[config.mk]
export PLATFORM = sky130hd
export DESIGN_NAME = quadrature_encoder_signal_generator_core
export DESIGN_NICKNAME = d
export VERILOG_FILES = /design/src/rtl/qesg_pkg.sv /design/src/rtl/qesg_engine.sv /design/src/rtl/quadrature_encoder_signal_generator_core.sv
export SDC_FILE = /design/constraint.sdc
export NUM_CORES = 1
export LEC_CHECK = 0
export ABC_AREA = 0
export BUFFER_PORTS_ARGS = -buffer_cell sky130_fd_sc_hd__buf_2
export CAP_MARGIN = 20
export CORE_UTILIZATION = 54
export CTS_CLUSTER_DIAMETER = 50
export DETAILED_ROUTE_END_ITERATION = 16
export PLACE_DENSITY = 0.77
export SLEW_MARGIN = 10
export SYNTH_ARGS = -nofsm -noshare
export SYNTH_HDL_FRONTEND = slang
export SYNTH_SLANG_ARGS = --single-unit
[constraint.sdc]
create_clock -name clk -period 2.87 [get_ports clk]
set_input_delay 0.1435 -clock clk [delete_from_list [all_inputs] [get_ports clk]]
set_output_delay 0.1435 -clock clk [all_outputs]
set_load 0.005 [all_outputs]
[src/rtl/qesg_pkg.sv]
package qesg_pkg;

    localparam int COUNT_WIDTH_DEF = 16;
    localparam int DELAY_W         = 16;
    localparam int SPD_W           = 4;
    localparam int ADDR_W          = 5;
    localparam int DATA_W          = 32;
    localparam int IN_DATA_W       = 8;
    localparam int OUT_DATA_W      = 8;

    typedef enum logic [1:0] {
        CMD_TICK      = 2'd0,
        CMD_KEY_TWIST = 2'd1,
        CMD_KEY_PUSH  = 2'd2,
        CMD_MOUSE     = 2'd3
    } cmd_t;

    localparam logic [2:0] REG_KEY_START_DELAY   = 3'd0;
    localparam logic [2:0] REG_WHEEL_START_DELAY = 3'd1;
    localparam logic [2:0] REG_STEP_INTERVAL     = 3'd2;
    localparam logic [2:0] REG_RELEASE_DELAY     = 3'd3;
    localparam logic [2:0] REG_STEPS_PER_DETENT  = 3'd4;

    localparam logic [DELAY_W-1:0] KEY_START_DELAY_RST   = 16'd100;
    localparam logic [DELAY_W-1:0] WHEEL_START_DELAY_RST = 16'd10;
    localparam logic [DELAY_W-1:0] STEP_INTERVAL_RST     = 16'd10;
    localparam logic [DELAY_W-1:0] RELEASE_DELAY_RST     = 16'd100;
    localparam logic [SPD_W-1:0]   STEPS_PER_DETENT_RST  = 4'd2;

    typedef struct packed {
        logic [DELAY_W-1:0] key_start_delay;
        logic [DELAY_W-1:0] wheel_start_delay;
        logic [DELAY_W-1:0] step_interval;
        logic [DELAY_W-1:0] release_delay;
        logic [SPD_W-1:0]   steps_per_detent;
    } cfg_t;

    typedef struct packed {
        logic button_n;
        logic phase_b;
        logic phase_a;
    } lines_t;

    // a delay of zero behaves as one tick
    function automatic logic [DELAY_W-1:0] load_delay(input logic [DELAY_W-1:0] d);
        load_delay = (d == '0) ? DELAY_W'(1) : d;
    endfunction

    // phase table A1B1, A0B1, A0B0, A1B0
    function automatic logic phase_a_of(input logic [1:0] ph);
        phase_a_of = (ph == 2'd0) || (ph == 2'd3);
    endfunction

    function automatic logic phase_b_of(input logic [1:0] ph);
        phase_b_of = (ph == 2'd0) || (ph == 2'd1);
    endfunction

endpackage

[src/rtl/qesg_engine.sv]
module qesg_engine #(
    parameter int COUNT_WIDTH = qesg_pkg::COUNT_WIDTH_DEF
) (
    input  logic                 clk,
    input  logic                 rst_n,
    input  logic                 en,
    input  qesg_pkg::cmd_t       cmd,
    input  logic [1:0]           direction,
    input  logic                 pressed,
    input  qesg_pkg::cfg_t       cfg,
    output qesg_pkg::lines_t     lines_next
);

    logic [1:0]                      phase_reg, phase_next;
    logic [COUNT_WIDTH-1:0]          pending_reg, pending_next;
    logic [1:0]                      last_dir_reg, last_dir_next;
    logic [qesg_pkg::DELAY_W-1:0]    step_cnt_reg, step_cnt_next;
    logic                            step_armed_reg, step_armed_next;
    logic [qesg_pkg::DELAY_W-1:0]    rel_cnt_reg, rel_cnt_next;
    logic                            rel_armed_reg, rel_armed_next;
    logic                            mouse_reg, mouse_next;
    qesg_pkg::lines_t                lines_reg;

    logic [qesg_pkg::DELAY_W-1:0]    step_dec;
    logic [qesg_pkg::DELAY_W-1:0]    rel_dec;
    logic [1:0]                      phase_adv;
    logic [COUNT_WIDTH-1:0]          pend_dec;
    logic                            dir_nz;
    logic                            dir_change;
    logic [COUNT_WIDTH-1:0]          twist_base;
    logic [COUNT_WIDTH:0]            twist_sum;
    logic [COUNT_WIDTH-1:0]          twist_sat;

    assign step_dec   = (step_cnt_reg != '0) ? step_cnt_reg - 1'b1 : step_cnt_reg;
    assign rel_dec    = (rel_cnt_reg != '0) ? rel_cnt_reg - 1'b1 : rel_cnt_reg;
    assign phase_adv  = phase_reg + (last_dir_reg[1] ? 2'd1 : 2'd3);
    assign pend_dec   = (pending_reg != '0) ? pending_reg - 1'b1 : pending_reg;
    assign dir_nz     = |direction;
    assign dir_change = (direction != last_dir_reg);
    assign twist_base = dir_change ? '0 : pending_reg;
    assign twist_sum  = {1'b0, twist_base}
                      + {{(COUNT_WIDTH + 1 - qesg_pkg::SPD_W){1'b0}}, cfg.steps_per_detent};
    assign twist_sat  = twist_sum[COUNT_WIDTH] ? '1 : twist_sum[COUNT_WIDTH-1:0];

    always_comb
    begin
        phase_next      = phase_reg;
        pending_next    = pending_reg;
        last_dir_next   = last_dir_reg;
        step_cnt_next   = step_cnt_reg;
        step_armed_next = step_armed_reg;
        rel_cnt_next    = rel_cnt_reg;
        rel_armed_next  = rel_armed_reg;
        mouse_next      = mouse_reg;
        lines_next      = lines_reg;
        case (cmd)
            qesg_pkg::CMD_TICK:
            begin
                if (step_armed_reg)
                begin
                    step_cnt_next = step_dec;
                    if (step_dec == '0)
                    begin
                        phase_next         = phase_adv;
                        lines_next.phase_a = qesg_pkg::phase_a_of(phase_adv);
                        lines_next.phase_b = qesg_pkg::phase_b_of(phase_adv);
                        pending_next       = pend_dec;
                        if (pend_dec != '0)
                        begin
                            step_cnt_next   = qesg_pkg::load_delay(cfg.step_interval);
                            step_armed_next = 1'b1;
                        end
                        else
                        begin
                            step_armed_next = 1'b0;
                        end
                    end
                end
                if (rel_armed_reg)
                begin
                    rel_cnt_next = rel_dec;
                    if (rel_dec == '0)
                    begin
                        rel_armed_next      = 1'b0;
                        lines_next.button_n = 1'b1;
                    end
                end
            end
            qesg_pkg::CMD_KEY_TWIST:
            begin
                if (dir_nz)
                begin
                    last_dir_next   = direction;
                    pending_next    = twist_sat;
                    step_cnt_next   = qesg_pkg::load_delay(cfg.key_start_delay);
                    step_armed_next = 1'b1;
                end
            end
            qesg_pkg::CMD_KEY_PUSH:
            begin
                lines_next.button_n = 1'b0;
                rel_cnt_next        = qesg_pkg::load_delay(cfg.release_delay);
                rel_armed_next      = 1'b1;
            end
            qesg_pkg::CMD_MOUSE:
            begin
                if (pressed != mouse_reg)
                begin
                    lines_next.button_n = ~pressed;
                    mouse_next          = pressed;
                end
                if (dir_nz)
                begin
                    last_dir_next   = direction;
                    pending_next    = twist_sat;
                    step_cnt_next   = qesg_pkg::load_delay(cfg.wheel_start_delay);
                    step_armed_next = 1'b1;
                end
            end
            default:
            begin
                phase_next = phase_reg;
            end
        endcase
    end

    always_ff @(posedge clk or negedge rst_n)
    begin
        if (!rst_n)
        begin
            phase_reg          <= 2'd0;
            pending_reg        <= '0;
            last_dir_reg       <= 2'd0;
            step_cnt_reg       <= '0;
            step_armed_reg     <= 1'b0;
            rel_cnt_reg        <= '0;
            rel_armed_reg      <= 1'b0;
            mouse_reg          <= 1'b0;
            lines_reg.phase_a  <= 1'b0;
            lines_reg.phase_b  <= 1'b0;
            lines_reg.button_n <= 1'b1;
        end
        else if (en)
        begin
            phase_reg      <= phase_next;
            pending_reg    <= pending_next;
            last_dir_reg   <= last_dir_next;
            step_cnt_reg   <= step_cnt_next;
            step_armed_reg <= step_armed_next;
            rel_cnt_reg    <= rel_cnt_next;
            rel_armed_reg  <= rel_armed_next;
            mouse_reg      <= mouse_next;
            lines_reg      <= lines_next;
        end
    end

endmodule

[src/rtl/quadrature_encoder_signal_generator_core.sv]
// Quadrature encoder signal generator.
// Input stream (s_*): one item per millisecond tick, key twist, key push or
// mouse event; s_tuser carries the command, s_tdata the direction and the
// mouse button level. Every input item yields exactly one output item on
// m_* holding the A/B quadrature levels and the active-low button level as
// they stand after that item.
// The output item is registered and is valid the cycle after the input is accepted.
// Throughput: one item per clock while the receiver takes each output; the state
// update is combinational logic into the state registers and the output register.
// When the receiver stalls, the output register holds its item and s_tready
// drops until it is taken; s_tready stays high while the output register is
// empty or being emptied in the same cycle.
// Reset (rst_n, asynchronous): lines A=0 B=0 button released, no steps
// pending, both countdowns disarmed, registers at their default delays.
// APB: registers at 0x00 key start delay, 0x04 wheel start delay,
// 0x08 step interval, 0x0C release delay, 0x10 steps per detent; write
// only while no item is in flight.
module quadrature_encoder_signal_generator_core #(
    parameter int COUNT_WIDTH = qesg_pkg::COUNT_WIDTH_DEF
) (
    input  logic                              clk,
    input  logic                              rst_n,
    input  logic                              s_tvalid,
    output logic                              s_tready,
    input  logic [qesg_pkg::IN_DATA_W-1:0]    s_tdata,  // [1:0] direction, [2] pressed
    input  logic [1:0]                        s_tuser,  // [1:0] cmd
    output logic                              m_tvalid,
    input  logic                              m_tready,
    output logic [qesg_pkg::OUT_DATA_W-1:0]   m_tdata,  // [0] phase_a, [1] phase_b, [2] button_n
    input  logic                              psel,
    input  logic                              penable,
    input  logic                              pwrite,
    input  logic [qesg_pkg::ADDR_W-1:0]       paddr,
    input  logic [qesg_pkg::DATA_W-1:0]       pwdata,
    output logic [qesg_pkg::DATA_W-1:0]       prdata,
    output logic                              pready
);

    qesg_pkg::cfg_t    cfg_reg;
    qesg_pkg::lines_t  lines_next;
    qesg_pkg::lines_t  out_reg;
    logic              m_valid_reg;
    logic              in_accept;
    logic              cfg_wr;

    assign pready    = 1'b1;
    assign cfg_wr    = psel && penable && pwrite && pready;
    assign s_tready  = !m_valid_reg || m_tready;
    assign in_accept = s_tvalid && s_tready;
    assign m_tvalid  = m_valid_reg;
    assign m_tdata   = {{(qesg_pkg::OUT_DATA_W - 3){1'b0}}, out_reg};

    always_ff @(posedge clk or negedge rst_n)
    begin
        if (!rst_n)
        begin
            cfg_reg.key_start_delay   <= qesg_pkg::KEY_START_DELAY_RST;
            cfg_reg.wheel_start_delay <= qesg_pkg::WHEEL_START_DELAY_RST;
            cfg_reg.step_interval     <= qesg_pkg::STEP_INTERVAL_RST;
            cfg_reg.release_delay     <= qesg_pkg::RELEASE_DELAY_RST;
            cfg_reg.steps_per_detent  <= qesg_pkg::STEPS_PER_DETENT_RST;
        end
        else if (cfg_wr)
        begin
            case (paddr[4:2])
                qesg_pkg::REG_KEY_START_DELAY:
                    cfg_reg.key_start_delay <= pwdata[qesg_pkg::DELAY_W-1:0];
                qesg_pkg::REG_WHEEL_START_DELAY:
                    cfg_reg.wheel_start_delay <= pwdata[qesg_pkg::DELAY_W-1:0];
                qesg_pkg::REG_STEP_INTERVAL:
                    cfg_reg.step_interval <= pwdata[qesg_pkg::DELAY_W-1:0];
                qesg_pkg::REG_RELEASE_DELAY:
                    cfg_reg.release_delay <= pwdata[qesg_pkg::DELAY_W-1:0];
                qesg_pkg::REG_STEPS_PER_DETENT:
                    cfg_reg.steps_per_detent <= pwdata[qesg_pkg::SPD_W-1:0];
                default:
                    cfg_reg <= cfg_reg;
            endcase
        end
    end

    always_comb
    begin
        case (paddr[4:2])
            qesg_pkg::REG_KEY_START_DELAY:
                prdata = {{(qesg_pkg::DATA_W - qesg_pkg::DELAY_W){1'b0}},
                          cfg_reg.key_start_delay};
            qesg_pkg::REG_WHEEL_START_DELAY:
                prdata = {{(qesg_pkg::DATA_W - qesg_pkg::DELAY_W){1'b0}},
                          cfg_reg.wheel_start_delay};
            qesg_pkg::REG_STEP_INTERVAL:
                prdata = {{(qesg_pkg::DATA_W - qesg_pkg::DELAY_W){1'b0}},
                          cfg_reg.step_interval};
            qesg_pkg::REG_RELEASE_DELAY:
                prdata = {{(qesg_pkg::DATA_W - qesg_pkg::DELAY_W){1'b0}},
                          cfg_reg.release_delay};
            qesg_pkg::REG_STEPS_PER_DETENT:
                prdata = {{(qesg_pkg::DATA_W - qesg_pkg::SPD_W){1'b0}},
                          cfg_reg.steps_per_detent};
            default:
                prdata = '0;
        endcase
    end

    qesg_engine #(
        .COUNT_WIDTH (COUNT_WIDTH)
    ) u_engine (
        .clk        (clk),
        .rst_n      (rst_n),
        .en         (in_accept),
        .cmd        (qesg_pkg::cmd_t'(s_tuser)),
        .direction  (s_tdata[1:0]),
        .pressed    (s_tdata[2]),
        .cfg        (cfg_reg),
        .lines_next (lines_next)
    );

    always_ff @(posedge clk or negedge rst_n)
    begin
        if (!rst_n)
        begin
            m_valid_reg <= 1'b0;
        end
        else if (in_accept)
        begin
            m_valid_reg <= 1'b1;
        end
        else if (m_tready)
        begin
            m_valid_reg <= 1'b0;
        end
    end

    always_ff @(posedge clk)
    begin
        if (in_accept)
        begin
            out_reg <= lines_next;
        end
    end

endmodule

Word level (Yosys, flattened, before mapping)
Cells that the tools add are included.
{"block": "totals", "register_bits": 130, "word_cells": 122}
{"block": "classes", "add_sub_neg": 5, "n_eq_ne": 17, "mux": 40, "n_bitwise": 1, "n_reduce_logical": 39}
{"operator": "two-way mux 16 bit", "count": 18}
{"operator": "logical NOT 16 bit", "count": 6}
{"operator": "one-hot mux 16 bit (5 select lines)", "count": 1}
{"operator": "one-hot mux 16 bit (2 select lines)", "count": 2}
{"operator": "nonzero test 16 bit", "count": 4}
{"operator": "one-hot mux 16 bit (3 select lines)", "count": 1}
{"operator": "subtractor 16 x 1 -> 16 bit, second input constant", "count": 3}
{"operator": "adder 16 x 4 -> 17 bit", "count": 1}
{"operator": "inequality test 2 x 1 -> 1 bit, second input constant", "count": 6}
{"operator": "AND reduction 2 bit", "count": 6}
{"operator": "AND reduction 3 bit", "count": 4}
{"operator": "two-way mux 1 bit", "count": 11}
{"operator": "AND reduction 5 bit", "count": 2}
{"operator": "two-way mux 2 bit", "count": 4}
{"operator": "equality test 2 bit, second input constant", "count": 3}
{"operator": "equality test 3 x 2 -> 1 bit, second input constant", "count": 2}
{"operator": "nonzero test 2 bit", "count": 3}
{"operator": "equality test 2 x 1 -> 1 bit, second input constant", "count": 2}
{"operator": "logical NOT 2 bit", "count": 2}
{"operator": "one-hot mux 1 bit (2 select lines)", "count": 2}
{"operator": "AND reduction 4 bit", "count": 1}
{"operator": "OR reduction 2 bit", "count": 2}
{"operator": "equality test 3 x 1 -> 1 bit, second input constant", "count": 1}
{"operator": "equality test 3 bit, second input constant", "count": 1}
{"operator": "other kinds (10)", "count": 14}

Longest topological paths before layout
Gate-level depths: netlist of the first run.
{"block": "logic_depth", "word_depth": 7, "depth_mapped": 14, "ltp_nobuf": 14}

Modules after synthesis
Synthesis of the first run repeated with hierarchy kept, for this count alone.
{"block": "hier_totals", "hier_cells": 946, "area_unflattened_um2": 8916.1}
{"module": "qesg_engine", "instances": 1, "cells_per_inst": 713, "area_per_inst_um2": 5457.7}
{"module": "quadrature_encoder_signal_generator_core", "instances": 1, "cells_per_inst": 233, "area_per_inst_um2": 3458.3}

Worst setup path before layout of the first run
OpenSTA, ideal clock, no wires.
{"block": "synth_path", "path_type": "flip-flop to flip-flop", "from": "register u_engine.step_cnt_reg[0] (netlist bit)", "to": "register u_engine.pending_reg[11]", "setup_time_ns": 0.121, "arrival_time_ns": 2.807, "t_required_ns": 2.749, "setup_slack_ns": -0.058, "path_stages_with_launch": 12, "synth_period_minus_slack_ns": 2.928, "cell_sequence": "dfrtp_1 -> inv_1 -> ha_1 -> nor3b_1 -> and3_1 -> a21oi_1 -> o21ai_0 -> nand4_1 -> o31ai_1 -> buf_2 -> o21ai_0 -> a22o_1"}
{"block": "synth_via", "elab_chain_len": 5, "elab_cells_between_ends": 6, "classes_between": "1 x add/sub; 1 x eq/ne; 1 x mux; 3 x reduce/logical"}
{"item": "from (decl)", "line": "qesg_engine.sv:17", "text": "logic [qesg_pkg::DELAY_W-1:0] step_cnt_reg, step_cnt_next;"}
{"item": "from (signal assigned)", "line": "qesg_engine.sv:148", "text": "step_cnt_reg <= step_cnt_next;"}
{"item": "subtractor 16 x 1 -> 16 bit or nonzero test 16 bit (tied branches)", "line": "qesg_engine.sv:34", "text": "assign step_dec = (step_cnt_reg != '0) ? step_cnt_reg - 1'b1 : step_cnt_reg;"}
{"item": "two-way mux 16 bit (*)", "line": "qesg_engine.sv:34"}
{"item": "logical NOT 16 bit (*)", "line": "qesg_engine.sv:62", "text": "if (step_dec == '0)"}
{"item": "inequality test 2 x 1 -> 1 bit (no line) (*)"}
{"item": "AND reduction 5 bit (no line) (*)"}
{"item": "to (signal assigned)", "line": "qesg_engine.sv:146", "text": "pending_reg <= pending_next;"}
{"item": "to (decl)", "line": "qesg_engine.sv:15", "text": "logic [COUNT_WIDTH-1:0] pending_reg, pending_next;"}
Mark *: on every way between the ends. The rest lies on a longest branch, timed or not.
A chain may end at the register's enable or synchronous reset.

Final worst setup path of the first run
{"block": "layout_path", "from": "register u_engine.step_cnt_reg[1] (netlist bit)", "to": "register u_engine.step_cnt_reg[6] (netlist bit)"}
{"block": "layout_via", "elab_chain_len": 6, "elab_cells_between_ends": 8, "classes_between": "1 x add/sub; 5 x mux; 2 x reduce/logical"}
{"item": "subtractor 16 x 1 -> 16 bit or nonzero test 16 bit (tied branches)", "line": "qesg_engine.sv:34"}
{"item": "two-way mux 16 bit (*)", "line": "qesg_engine.sv:34"}
{"item": "logical NOT 16 bit or two-way mux 16 bit (tied branches)", "line": "qesg_engine.sv:62, qesg_engine.sv:68"}
{"item": "two-way mux 16 bit (*)", "line": "qesg_engine.sv:62"}
{"item": "two-way mux 16 bit (*)", "line": "qesg_engine.sv:59", "text": "if (step_armed_reg)"}
{"item": "one-hot mux 16 bit (3 select lines) (*)", "line": "qesg_engine.sv:56", "text": "case (cmd)"}
Mark *: on every way between the ends. The rest lies on a longest branch, timed or not. The select of a mux whose other input is x is not followed.

==> results of run 1 <==
==> through the flow <==
| step | setup slack [ns] | util | hold slack (ns) | cell area [µm²] | std cells |
|---|---|---|---|---|---|
| after floorplan | 0.0133 | - | -0.152 | 8720 | 940 |
| after global placement | -0.0134 | 0.625 | 0.222 | 9650 | 1228 |
| after detailed placement | -0.119 | 0.625 | 0.222 | 9650 | 1228 |
| after CTS | -0.00960 | 0.680 | 0.0106 | 10500 | 1278 |
| after global routing | -0.133 | 0.701 | 0.0132 | 10800 | 1293 |
| final | -0.0386 | 0.701 | 0.0195 | 10800 | 1293 |
==> cell usage in the layout (no fill, tap or decap), drive strengths merged, types with 7 or more instances in the layout <==
master and n:
a21o 7, a21oi 52, a22oi 12, a31oi 19
and2 7, buf 170, clkbuf 22, conb 22
dfrtp 115, dfstp 12, dlygate4sd3 14, ha 8
inv 19, mux2 78, mux2i 18, mux4 12
nand2 57, nand2b 9, nand3 32, nand4 12
nor2 79, nor2b 20, nor3 32, nor4 29
o21ai 72, o22ai 7, o31ai 7, or2 7
or3 11, or4 8, xnor2 11, xor2 10
==> timing repair <==
item	in CTS	in global routing
endpoints found under the setup margin	27	41
endpoints found under the hold margin	85	0
gates resized for setup	22	52
pin swaps	10	37
setup buffers	4	14
hold buffers	14	0
gates cloned	0	1
==> critical path: cells and delay by family, from the launching register on <==
kind	cells	cell delay, ns
AO/OA/AOI/OAI	5	1.22
AND/OR/NAND/NOR	3	0.62
buffers and inverters	3	0.46
flip-flops	1	0.38
adder cells (fa/ha/maj)	1	0.15
==> path summary, 6_finish.rpt <==
path	slack, ns	from	depth (start not counted)	to
max reg2reg	-0.04	u_engine.step_cnt_reg[1]	12	u_engine.step_cnt_reg[6]
min in group asynchronous	0.29	rst_n	2	cfg_reg[60]
min	0.02	m_tready	3	m_tvalid
max in group asynchronous	1.78	rst_n	3	cfg_reg[1]
max	-0.04	u_engine.step_cnt_reg[1]	12	u_engine.step_cnt_reg[6]
min reg2reg	0.50	u_engine.phase_reg[1]	1	u_engine.phase_reg[1]
==> power by group through the flow <==
stage          Clock, mW  Combinational (mW)  Sequential (mW)
6_report            2.15                3.31             2.96
5_1_grt             2.25                3.56             3.00
3_5_place_dp           0                2.99             2.91
2_1_floorplan          0                1.98             2.72
3_3_place_gp           0                2.94             2.89
4_1_cts             2.17                3.07             2.89
==> cell type report <==
cell class | instances | share of cell area
multi-input cells | 718 | 0.486
flip-flops and latches | 130 | 0.304
repair buffers | 185 | 0.126
clock buffers | 21 | 0.0445
well taps | 211 | 0.0244
clock inverters | 11 | 0.00937
inverters | 17 | 0.00590
==> routing by layer <==
layer / vias up / track usage / wire (µm)
met5: - / 0 / 0
met4: 0 / 0.145 / 1110
met1: 4089 / 0.442 / 10900
met2: 508 / 0.526 / 12700
li1: 3709 / - / -
met3: 119 / 0.0940 / 2820
==> cells by family (layout without fill, tap and decap cells) <==
family | after synthesis | after routing | synth area share
AOI/OAI and AO/OA | 233 | 233 | 0.174
xor gates and xnor gates | 21 | 21 | 0.0213
adders and majority gates | 9 | 9 | 0.0139
buffers and inverters | 92 | 234 | 0.0527
DFF | 130 | 130 | 0.380
muxes | 108 | 108 | 0.154
other | 2 | 22 | 0.000870
and+or+nand+nor | 325 | 325 | 0.202
==> impl_metrics.env, run 1 <==
export IMPL_power_frac_comb=0.393
export IMPL_final_seq_area_um2=3290
export IMPL_drtIter0Drc=895
export IMPL_crit_path_end_kind="flip-flop"
export IMPL_clkSlewWorstSetupHoldPaths_ns=0.06
export IMPL_hp_class="in -> reg"
export IMPL_synth_most_common_cell="dfrtp_1"
export IMPL_ys_top_cells_by_count="115 x dfrtp_1, 79 x nor2_1, 77 x mux2_2, 70 x o21ai_0, 56 x nand2_1"
export IMPL_drive_gt1_frac=0.345
export IMPL_yosys_top_cells_area="dfrtp_1 33%, mux2_2 10%, o21ai_0 4.1%, dfstp_2 3.7%, nor2_1 3.4%"
export IMPL_setup_viol=6
export IMPL_yosysWarnings=0
export IMPL_cts_buffers_inserted=17
export IMPL_p_int_mw=5.14
export IMPL_clockBufferDepth=2
export IMPL_clkLatencyLatePin_ns=0.44
export IMPL_core_area_um2=15400
export IMPL_fin_skew_ns=0.00923
export IMPL_syn_area_um2=8630
export IMPL_hpwl_mm=18.5
export IMPL_grt_ovfl_total=0
export IMPL_fp_dieW_um=128
export IMPL_fin_crit_ns=2.91
export IMPL_worst_slack_ns=-0.0386
export IMPL_dr_total_vias=8425
export IMPL_synth_seq_area_share=0.380
export IMPL_worstPathRequired_ns=3.23
export IMPL_max_vdd_ir_drop_v=0.000609
export IMPL_violations="negative setup slack"
export IMPL_track_usage=0.337
export IMPL_cts_tree="yes"
export IMPL_rsz0062_at_grt="yes"
export IMPL_finalPower_mw=8.42
export IMPL_ant_nets=0
export IMPL_tns_ns=-0.0845
export IMPL_p_sw_mw=3.28
export IMPL_num_antenna_cells=0
export IMPL_grt_max_degree=51
export IMPL_ys_ff_latch=130
export IMPL_path_cells="inv_1 > ha_4 > nor3b_4 > a31oi_1 > a311oi_2 > o211ai_1 > or2_1 > a311oi_4 > buf_4 > clkbuf_16 > nand2_2 > a31oi_1"
export IMPL_status="complete, but fails checks"
export IMPL_drv_slew=0
export IMPL_drtPass1Iterations=6
export IMPL_drc=0
export IMPL_cp_arrival_ns=3.27
export IMPL_wire_per_inst_um=21.3
export IMPL_finalNetCount=1132
export IMPL_p_leak_nw=4.57
export IMPL_ys_flop_type="dfrtp_1"
export IMPL_syn_inst=920
export IMPL_power_density_nw_per_um2=779
export IMPL_max_freq_mhz=344
export IMPL_die_area_um2=16500
export IMPL_switching_share=0.389
export IMPL_fill_cells=1143
export IMPL_drt_total_wl_mm=27.5
export IMPL_synth_avg_cell_area_um2=9.39
export IMPL_cpMostUsedCell="a31oi_1"
export IMPL_io_buffers=51
export IMPL_synth_top_area_cell="dfrtp_1"
export IMPL_synth_edf_count=3
export IMPL_place_gp_congestion=0.977
export IMPL_yosys_cell_types_count=80
export IMPL_cp_slowest_stage_delay_ns=0.38
export IMPL_tightest_slew_ns=0.958
export IMPL_antenna_found_initial=0
export IMPL_die_height_um=128
export IMPL_synthArstFlopShare=0.977
export IMPL_min_period_over_period=1.01
export IMPL_htreeDepth=4
export IMPL_clock_sinks=130
export IMPL_start_util=0.560
export IMPL_startpoint_type="flip-flop"
export IMPL_max_cap_viol_count=0
export IMPL_relSlewSlack=0.359
export IMPL_synth_top_area_frac=0.333
export IMPL_seqPwrFrac=0.351
export IMPL_boundaryPins=97
export IMPL_crit_type="reg -> reg"
export IMPL_rows=45
export IMPL_crit_slowest_cell="dfrtp_1"
export IMPL_area_growth_pct=25.3
export IMPL_crit_path_max_fanout=7
export IMPL_grt_pass1_vias=7999
export IMPL_hold_violations=0
export IMPL_p_clk_frac=0.256
export IMPL_multi_input_area_um2=5260
export IMPL_root_buffer="clkbuf_16"
export IMPL_routed_via_density=6.52
export IMPL_grt_pass1_wl_mm=42.4
export IMPL_largest_reg_flops=68
Note: power is estimated with default switching activity, not from simulation.
==> run 2, diff against run 1 <==
--- a/config.mk
+++ b/config.mk
@@ -12,6 +12,7 @@
 export CTS_CLUSTER_DIAMETER = 50
 export DETAILED_ROUTE_END_ITERATION = 16
 export PLACE_DENSITY = 0.77
+export REMOVE_ABC_BUFFERS = 1
 export SLEW_MARGIN = 10
 export SYNTH_ARGS = -nofsm -noshare
 export SYNTH_HDL_FRONTEND = slang
==> impl_metrics.env, run 2 (synthesis gave the netlist of run 1 again) <==
export IMPL_status="complete, but fails checks"
export IMPL_violations="negative setup slack"
export IMPL_die_area_um2=16500
export IMPL_layout_common_cells="131 x buf_4, 113 x dfrtp_1, 77 x mux2_2"
export IMPL_root_buffer="clkbuf_16"
export IMPL_ant_nets=0
export IMPL_post_place_ws_ns=-0.0892
export IMPL_max_freq_mhz=340
export IMPL_cts_buffers_inserted=17
export IMPL_max_vdd_ir_drop_v=0.000501
export IMPL_drtPass1Iterations=6
export IMPL_clkSlewWorstSetupHoldPaths_ns=0.06
export IMPL_fin_crit_ns=2.94
export IMPL_startpoint_type="flip-flop"
export IMPL_core_area_um2=15400
export IMPL_crit_path_end_kind="flip-flop"
export IMPL_dp_cells=1238
export IMPL_reg2reg_slack_ns=-0.07
export IMPL_hp_class="in -> reg"
export IMPL_fin_cells=1308
export IMPL_grt_max_degree=59
export IMPL_setup_viol=13
export IMPL_htreeDepth=4
export IMPL_boundaryPins=97
export IMPL_worst_slack_ns=-0.0703
export IMPL_holdPathEnd="cfg_reg[17]"
export IMPL_tns_ns=-0.574
export IMPL_drt_total_wl_mm=27.8
export IMPL_crit_path_max_fanout=7
export IMPL_finalPower_mw=8.60
export IMPL_r2r_cells=12
export IMPL_rsz0062_at_grt="yes"
export IMPL_holdWs_ns=0.0202
export IMPL_rr_endpoint="u_engine.step_cnt_reg[7]"
export IMPL_post_route_cell_area_um2=11000
export IMPL_largest_reg_flops=68
export IMPL_start_util=0.560
export IMPL_worstHoldPathCells=2
export IMPL_hpwl_mm=18.4
export IMPL_area_growth_pct=27.5
export IMPL_die_height_um=128
export IMPL_antenna_found_initial=1
export IMPL_power_density_nw_per_um2=782
export IMPL_io_buffers=51
export IMPL_cp_arrival_ns=3.29
export IMPL_fp_dieW_um=128
export IMPL_worstPathRequired_ns=3.22
export IMPL_rows=45
export IMPL_drtIter0Drc=1002
export IMPL_grt_pass1_vias=7909
export IMPL_grt_pass1_wl_mm=42.0
export IMPL_crit_path_start="u_engine.step_cnt_reg[13]"
export IMPL_clockBufferDepth=2
export IMPL_r2r_start="u_engine.step_cnt_reg[13]"
export IMPL_clock_sinks=130
export IMPL_drive_gt1_frac=0.373
export IMPL_place_gp_congestion=0.997
export IMPL_clkLatencyLatePin_ns=0.44
export IMPL_tightest_slew_ns=0.947
export IMPL_max_cap_viol_count=0
export IMPL_grt_ovfl_total=0
export IMPL_p_leak_nw=4.63
export IMPL_wire_per_inst_um=21.3
export IMPL_fin_skew_ns=0.0104
export IMPL_routed_via_density=6.45
export IMPL_drc=0
export IMPL_hp_start="pwdata[13]"
export IMPL_dr_total_vias=8440
export IMPL_finalNetCount=1146
export IMPL_track_usage=0.332
export IMPL_fin_util=0.713
export IMPL_place_area_um2=9720
export IMPL_min_period_over_period=1.02
export IMPL_final_common_cell="buf_4"
export IMPL_relSlewSlack=0.360
export IMPL_drv_slew=0
export IMPL_crit_type="reg -> reg"
export IMPL_cts_tree="yes"
export IMPL_hold_violations=0
-- run 2: cell count changes in the layout (fill, tap and decap cells not counted), moves of 4 or more --
cell	previous run	this run
buf_4	115	131
a21oi_1	49	45
nor3_2	1	7
inv_6	2	9
nor3_1	29	24
-- run 2: worst max-delay path by stage --
| stage | endpoint | slack (ns) | cells after the start |
|---|---|---|---|
| after detailed placement | m_tdata[2] | -0.09 | 12 |
| final | u_engine.step_cnt_reg[7] | -0.07 | 12 |
| after global placement | u_engine.pending_reg[6] | -0.005 | 13 |
| after floorplan | u_engine.pending_reg[11] | -0.90 | 10 |
| after global routing | u_engine.pending_reg[4] | -0.18 | 10 |
| after CTS | u_engine.step_cnt_reg[12] | 0.005 | 12 |
-- run 2: critical path, stage by stage, from the launching register on --
cell and delay [ns]:
dfrtp_1 0.42, nor4_4 0.39, buf_4 0.20, and3b_2 0.22, nor4b_4 0.05, xnor2_1 0.23, nand4_1 0.28, buf_4 0.24
a311oi_4 0.33, buf_12 0.17, buf_4 0.11, nand2_1 0.05, a31oi_1 0.17
-- run 2: routing by layer --
metal,vias to the layer above,track usage,part of all wire
li1,3743,-,-
met1,4044,0.438,0.40
met2,544,0.525,0.47
met3,109,0.0836,0.093
met4,0,0.129,0.037
met5,-,0,0
-- run 2: power by group --
part	internal (mW)	total [mW]	switching, mW
Combinational	1.63	3.45	1.82
Clock	1.23	2.20	0.968
Sequential	2.32	2.95	0.629
-- run 2: what timing repair did --
action	in CTS	in global routing
setup endpoints to repair	10	40
endpoints found under the hold margin	73	0
hold buffers	11	0
setup buffers	0	26
gates cloned	0	1
pin swaps	5	58
resized for setup	8	85
-- run 2: cell type report --
cell class	instances	area [µm²]
Clock inverter	15	159
Tap cell	211	264
Sequential cell	130	3290
Timing Repair Buffer	199	1470
Inverter	17	63.8
Clock buffer	17	425
Multi-Input combinational cell	718	5330
Fill cell	1092	4420
Antenna cell	1	2.50
